### src/hdl/mwt_pkg.sv
`timescale 1ns / 1ps
`default_nettype none
package mwt_pkg;

  localparam int MAX_DIM    = 8;
  localparam int ELEM_WIDTH = 16;

  localparam int DEPTH      = MAX_DIM * MAX_DIM;
  localparam int ADDR_W     = $clog2(DEPTH);
  localparam int IDX_W      = $clog2(MAX_DIM);
  localparam int DIM_W      = $clog2(MAX_DIM + 1);
  localparam int PROD_W     = 2 * ELEM_WIDTH;
  localparam int ACC_W      = 40;

  // fixed field widths of the ports
  localparam int CFG_DIM_W  = 4;
  localparam int RES_IDX_W  = 6;
  localparam int APB_DATA_W = 32;
  localparam int APB_ADDR_W = 5;

  // request function codes
  localparam logic [1:0] FUNC_LOAD_A = 2'd0;
  localparam logic [1:0] FUNC_LOAD_B = 2'd1;
  localparam logic [1:0] FUNC_RUN    = 2'd2;

  // register indexes
  localparam logic [2:0] REG_ROWS_A      = 3'd0;
  localparam logic [2:0] REG_COLS_A      = 3'd1;
  localparam logic [2:0] REG_ROWS_B      = 3'd2;
  localparam logic [2:0] REG_COLS_B      = 3'd3;
  localparam logic [2:0] REG_TRANSPOSE_A = 3'd4;
  localparam logic [2:0] REG_TRANSPOSE_B = 3'd5;

  typedef struct packed {
    logic [1:0]          func;
    logic [5:0]          element_index;
    logic signed [15:0]  element_value;
  } cmd_t;

  typedef struct packed {
    logic signed [39:0]  product_value;
    logic [5:0]          result_index;
    logic                last;
    logic                dim_error;
  } res_t;

  // operand pair read from the stores, tagged with its column
  typedef struct packed {
    logic                         valid;
    logic [IDX_W-1:0]             tag;
    logic signed [ELEM_WIDTH-1:0] a;
    logic signed [ELEM_WIDTH-1:0] b;
  } operand_t;

  // product travelling along the cell chain
  typedef struct packed {
    logic             valid;
    logic [IDX_W-1:0] tag;
    logic [ACC_W-1:0] prod;
  } beat_t;

  typedef struct packed {
    logic clr;
    logic shift;
  } cell_ctl_t;

  function automatic logic [DIM_W-1:0] clamp_dim(input logic [CFG_DIM_W-1:0] d);
    logic [DIM_W-1:0] r;
    if (d == '0) begin
      r = DIM_W'(1);
    end else if (32'(d) > MAX_DIM) begin
      r = DIM_W'(MAX_DIM);
    end else begin
      r = DIM_W'(d);
    end
    return r;
  endfunction

  function automatic logic signed [ELEM_WIDTH-1:0] elem_of(input logic signed [15:0] v);
    logic signed [ELEM_WIDTH+15:0] wide;
    wide = {{ELEM_WIDTH{v[15]}}, v};
    return wide[ELEM_WIDTH-1:0];
  endfunction

  function automatic logic [ACC_W-1:0] to_acc(input logic signed [PROD_W-1:0] p);
    logic signed [PROD_W+ACC_W-1:0] wide;
    wide = {{ACC_W{p[PROD_W-1]}}, p};
    return wide[ACC_W-1:0];
  endfunction

endpackage
`default_nettype wire

### src/hdl/mwt_cell.sv
`timescale 1ns / 1ps
`default_nettype none
module mwt_cell (
  input  wire logic                      clk,
  input  wire logic                      rst,
  input  wire logic [mwt_pkg::IDX_W-1:0] cell_id,
  input  wire mwt_pkg::cell_ctl_t        ctl,
  input  wire mwt_pkg::beat_t            beat_in,
  input  wire logic [mwt_pkg::ACC_W-1:0] acc_in,
  output mwt_pkg::beat_t                 beat_out,
  output logic [mwt_pkg::ACC_W-1:0]      acc_out
);

  mwt_pkg::beat_t              beat_q;
  logic [mwt_pkg::ACC_W-1:0]   acc;
  logic                        hit;

  assign hit = beat_in.valid && (beat_in.tag == cell_id);

  // pass the product on to the right neighbor
  always_ff @(posedge clk) begin
    if (rst) begin
      beat_q.valid <= 1'b0;
    end else begin
      beat_q.valid <= beat_in.valid;
    end
    beat_q.tag  <= beat_in.tag;
    beat_q.prod <= beat_in.prod;
  end

  // accumulate own column, shift left while draining
  always_ff @(posedge clk) begin
    if (ctl.clr) begin
      acc <= '0;
    end else if (ctl.shift) begin
      acc <= acc_in;
    end else if (hit) begin
      acc <= acc + beat_in.prod;
    end
  end

  assign beat_out = beat_q;
  assign acc_out  = acc;

endmodule
`default_nettype wire

### src/hdl/mwt_array.sv
`timescale 1ns / 1ps
`default_nettype none
module mwt_array (
  input  wire logic                      clk,
  input  wire logic                      rst,
  input  wire mwt_pkg::operand_t         opnd,
  input  wire mwt_pkg::cell_ctl_t        ctl,
  output logic [mwt_pkg::ACC_W-1:0]      head_acc,
  output logic                           busy
);

  logic                               prod_valid;
  logic [mwt_pkg::IDX_W-1:0]          prod_tag;
  logic signed [mwt_pkg::PROD_W-1:0]  prod_q;

  mwt_pkg::beat_t              beats [mwt_pkg::MAX_DIM+1];
  logic [mwt_pkg::ACC_W-1:0]   accs  [mwt_pkg::MAX_DIM];

  // single multiplier stage at the head of the chain
  always_ff @(posedge clk) begin
    if (rst) begin
      prod_valid <= 1'b0;
    end else begin
      prod_valid <= opnd.valid;
    end
    prod_tag <= opnd.tag;
    prod_q   <= mwt_pkg::PROD_W'(opnd.a) * mwt_pkg::PROD_W'(opnd.b);
  end

  assign beats[0] = '{valid: prod_valid, tag: prod_tag, prod: mwt_pkg::to_acc(prod_q)};

  for (genvar c = 0; c < mwt_pkg::MAX_DIM; c++) begin : g_cell
    logic [mwt_pkg::ACC_W-1:0] right_acc;
    if (c == mwt_pkg::MAX_DIM - 1) begin : g_tail
      assign right_acc = '0;
    end else begin : g_mid
      assign right_acc = accs[c+1];
    end
    mwt_cell u_cell (
      .clk      (clk),
      .rst      (rst),
      .cell_id  (mwt_pkg::IDX_W'(c)),
      .ctl      (ctl),
      .beat_in  (beats[c]),
      .acc_in   (right_acc),
      .beat_out (beats[c+1]),
      .acc_out  (accs[c])
    );
  end

  assign head_acc = accs[0];

  // any product still moving through the chain
  always_comb begin
    busy = 1'b0;
    for (int c = 0; c <= mwt_pkg::MAX_DIM; c++) begin
      busy = busy | beats[c].valid;
    end
  end

endmodule
`default_nettype wire

### config.mk
export PLATFORM = sky130hd
export DESIGN_NAME = mwt_array
export DESIGN_NICKNAME = d
export VERILOG_FILES = /design/src/hdl/mwt_pkg.sv /design/src/hdl/mwt_cell.sv /design/src/hdl/mwt_array.sv
export SDC_FILE = /design/constraint.sdc
export NUM_CORES = 2
export LEC_CHECK = 0
export BUFFER_PORTS_ARGS = -buffer_cell sky130_fd_sc_hd__buf_2
export CELL_PAD_IN_SITES_DETAIL_PLACEMENT = 0
export CELL_PAD_IN_SITES_GLOBAL_PLACEMENT = 1
export CORE_ASPECT_RATIO = 1.5
export CORE_UTILIZATION = 50
export CTS_CLUSTER_DIAMETER = 120
export DETAILED_ROUTE_END_ITERATION = 10
export GPL_TIMING_DRIVEN = 0
export PLACE_DENSITY = 0.94
export SYNTH_ARGS = -nofsm -noshare
export SYNTH_HDL_FRONTEND = slang
export SYNTH_SLANG_ARGS = --single-unit
### constraint.sdc
create_clock -name clk -period 8.3 [get_ports clk]
set_input_delay 1.66 -clock clk [delete_from_list [all_inputs] [get_ports clk]]
set_output_delay 1.66 -clock clk [all_outputs]
set_load 0.1 [all_outputs]
Word level (Yosys, flattened, before mapping) --
Cells that the tools add are included.
Word-level totals: bits in registers 609, memories 0, memory bits (read-only) 0, memory bits (writable) 0, input bits 40, logic and storage cells 88, latch bits 0
Operators by class: reduce and logical (&&, ||, !) cells 17, div/mod/pow operators 0, magnitude comparators 0, $mul 1, add/sub/neg operators 8, mux-type cells 14, eq/ne operators 7, bitwise operators 8, shifts and indexed selects 0
Operator list (number):
- $mux 40 | 14
- $add 40x40->40 | 8
- $mul 16x16->32 | 1
- $reduce_bool 2->1 | 7
- $eq 3x3->1 const B | 4
- $logic_and 1x1->1 | 8
- $or 1x1->1 | 8
- $eq 3x2->1 const B | 2
- $eq 3x1->1 const B | 1
- $logic_not 3->1 | 1
- $reduce_or 2->1 | 1

Longest topological paths before layout --
word-level depth 8, gate-level depth with buffers 25

Cells and area by module --
From an unflattened synthesis, not the netlist that was laid out.
Second synthesis, totals: cells, all modules 5920, area, all modules 50633.6 um^2
By module, submodules not included:
- mwt_cell | cells each 591, area each 4974.8 um^2, times used 8
- mwt_array | cells each 1192, area each 10835.4 um^2, times used 1

Worst setup path before layout --
No wires, ideal clock.
path kind input-to-reg, start input port opnd[31] (netlist bit), end register prod_q[30] (netlist bit), path slack 0.788 ns, buffers on the path 1, data arrival time 7.440 ns, library setup time 0.072 ns, cell stages on the path 22, path through clkbuf_1 -> nand2_1 -> inv_1 -> fa_1 -> fa_1 -> fa_1 -> fa_1 -> fa_1 -> inv_1 -> fa_1 -> inv_1 -> ha_1 -> a21o_1 -> a21o_1 -> a21oi_1 -> nor3b_1 -> o211ai_1 -> a31oi_1 -> o21ai_0 -> a21o_1 -> a21oi_1 -> xnor2_1
Between the ends: word-level cells in the longest chain between the ends 1
Ends and longest elaborated chain:
- start, declared | RTL line mwt_array.sv:6 | input wire mwt_pkg::operand_t opnd,
- $mul 16x16->32 | RTL line mwt_array.sv:27 | prod_q <= mwt_pkg::PROD_W'(opnd.a) * mwt_pkg::PROD_W'(opnd.b);
- end signal, assigned | RTL line mwt_array.sv:27
- end, declared | RTL line mwt_array.sv:14 | logic signed [mwt_pkg::PROD_W-1:0] prod_q;
Every way passes these cells. A chain may end at the register's enable or synchronous reset.

Worst setup path in the final report --
start input port opnd[22] (netlist bit), end register prod_q[30] (netlist bit)
The elaborated chain is that of the path after synthesis.

==> flow_metrics.tcl <==
set metrics [dict create \
    status "complete, but fails checks" \
    violations "max-capacitance violations, max-slew violations" \
    synthFlopType "dfxtp_1" \
    wire_per_inst_microns 24.5 \
    area_growth_pct 9.03 \
    vias 39700 \
    postCtsSetupBuffers 0 \
    peakVddDrop_mv 0.437 \
    yosysTopAreaCell "dfxtp_1" \
    final_cells 6640 \
    synth_area_sq_um 44700 \
    die_area_sq_um 90500 \
    slew_headroom_pct -9.77 \
    yosys-top-cells-count "dfxtp_1, a21oi_1, nand2_1" \
    syn_area_per_cell_sq_um 8.42 \
    dp_hpwl_microns 130000 \
    gp_congestion 1.00 \
    fin_nets 6147 \
    grt_max_degree 17 \
    diodes 0 \
    die_h_microns 368 \
    cts.htree.levels 2 \
    synthArstFlopShare_pct 0 \
    grt_first_pass_wirelength_microns 242000 \
    required_ns 8.88 \
    place_ws_ns -0.705 \
    ff_latch_area_sq_um 12200 \
    synth_cell_types 84 \
    power_density_nw_per_um2 372 \
    min_period_over_period_pct 97.4 \
    drc 0 \
    hold_class "reg2reg" \
    placedCellCount 6531 \
    setup_violations 0 \
    io_pins 81 \
    die-width_microns 246 \
    synthCells 5305 \
    synth.most_common_cell "dfxtp_1" \
    cts_num_sinks 609 \
    yosysWarningCount 0 \
    clk_path_buf_depth 3 \
    synth-edff-count 0 \
    io_buffers 79 \
    start_util_pct 50.7 \
    cts.clk_slew.worst_paths_ns 0.07 \
    worst_pin_slew_ns 1.65 \
    seqPwrFrac_pct 23.4 \
    synth_area_leaders "dfxtp_1, fa_1, ha_1" \
    fin_hold_ws_ns 0.354 \
    crit_type "in2reg" \
    routed_wl_microns 163000 \
    drive_gt1_share_pct 4.30 \
    p_comb_share_pct 59.5 \
    path_max_fanout 10 \
    synth-seq-area-share_pct 27.3 \
    drt_iter0_markers 2197 \
    fillCellCount 8297 \
    ys_ff_latch 609 \
    cts_buffers 59 \
    switchingPower_w 0.00806 \
    cts-root-buf "clkbuf_16" \
    grt_antenna_before_repair 4 \
    min_period_ns 8.08 \
    worstPathArrival_ns 8.66 \
    switching_share_pct 44.5 \
    tritoncts "done" \
    finalHoldViolCount 0 \
    clkPwrFrac_pct 17.1 \
    drv_slew 77 \
    rows 133 \
    fmax_mhz 124 \
    synth_nets 6009 \
    multi_input_area_sq_um 30000 \
    grt_use_total_pct 36.0 \
    grt_pass1_vias 41100 \
    worst_setup_path_end_kind "flop" \
    overflow 0 \
    synth_top_cell_area_share_pct 27.3 \
    clock_latency_ns 0.66 \
    skew_ns 0.0206 \
    start_kind "input port" \
    via_per_inst 5.98 \
    drt_first_pass_iters 7 \
    p_total_w 0.0181 \
    rsz0062_at_grt "no" \
    intPower_w 0.0100 \
    utilization_pct 55.3 \
    core_sq_um 88000 \
    layout_setup_ws_ns 0.218 \
    ant_nets 0 \
    leakage_nw 21.8 \
    max_cap_viol_count 9 \
]
worst max-delay path, stage by stage:
cell and delay [ns]:
buf_2 0.25, clkbuf_1 0.61, nand2_1 0.16, fa_1 0.53, inv_1 0.05, fa_1 0.50
inv_1 0.06, fa_1 0.54, inv_1 0.06, fa_1 0.39, fa_1 0.51, inv_1 0.05
fa_1 0.47, inv_1 0.04, ha_1 0.33, a21oi_1 0.16, nor2b_1 0.08, nor3_1 0.22
o21ai_0 0.23, o21ai_0 0.53, o211ai_1 0.31, a31oi_1 0.25, o21ai_0 0.15, a21o_1 0.21
a21oi_1 0.16, xnor2_1 0.14
state kept, by name, summed over array words and instances (netlist names):
name,count
g_cell.u_cell.acc_out,320
g_cell.u_cell.beat_out,253
prod_q,32
prod_tag,3
prod_valid,1
timing repair:
item / 4_1_cts / 5_1_grt
resized for setup: 0 / 1
setup endpoints to repair: 1 / 1
cloned: 0 / 0
hold buffers: 0 / 0
metrics by stage:
stage	setup TNS, ns	cell area (sq um)
2_1_floorplan	0	44700
3_3_place_gp	-1.56	46500
3_5_place_dp	-1.72	46500
4_1_cts	0	48700
5_1_grt	0	48700
6_report	0	48700
cell type report:
type	count	share of cell area [%]
Multi-Input combinational cell	4031	61.6
Sequential cell	609	25.0
Clock inverter	33	1.02
Buffer	228	1.78
Clock buffer	78	3.47
Tap cell	1147	2.95
Inverter	435	3.35
Timing Repair Buffer	79	0.812
power by group through the flow:
stage | sequential [W] | combinational (W) | clock, W
6_report | 0.00424 | 0.0108 | 0.00309
3_5_place_dp | 0.00428 | 0.0107 | 0
3_3_place_gp | 0.00426 | 0.0105 | 0
5_1_grt | 0.00430 | 0.0121 | 0.00322
4_1_cts | 0.00422 | 0.0108 | 0.00310
2_1_floorplan | 0.00414 | 0.00831 | 0
per-layer routing:
layer,GRT usage (%),vias to the layer above,wire [microns]
met5,0,-,41
met4,34.6,6,18300
met3,5.23,655,8760
met2,65.9,1437,82800
met1,33.4,18900,53000
li1,-,18800,-
kinds of logic after synthesis:
group	after synthesis	synth area share [%]
AND/OR/NAND/NOR	1525	16.1
multiplexers	31	0.706
flip-flops	609	27.3
adder cells (fa/ha/maj)	664	23.1
buffers and inverters	665	5.59
AO/OA/AOI/OAI	1534	21.7
XOR/XNOR	277	5.43
worst paths after layout:
kind,from,slack (ns),to,cells past startpoint
worst max-delay path,opnd[22],0.22,prod_q[30],26
worst max register to register,g_cell[6].u_cell.acc_out[0],3.57,g_cell[6].u_cell.acc_out[38],14
worst min register to register,g_cell[2].u_cell.beat_out[2],0.35,g_cell[3].u_cell.beat_out[2],0
worst min-delay path,g_cell[2].u_cell.beat_out[2],0.35,g_cell[3].u_cell.beat_out[2],0
layout by cell type (no fill, tap or decap), drive strengths merged, types with 46 or more instances in the layout:
cell type,synthesis,layout
and2,145,145
a211oi,80,80
nor2b,56,56
nand3,70,70
nand2b,53,53
dfxtp,609,609
inv,435,435
ha,394,394
xor2,106,106
and3,57,57
buf,19,97
nor3,54,54
o21ai,306,306
nand2,531,531
clkbuf,211,288
a21o,178,178
a221oi,64,64
fa,270,270
a21oi,545,545
nor2,408,408
o21a,46,46
xnor2,171,171
No activity file was read; power rests on OpenSTA's default activity.
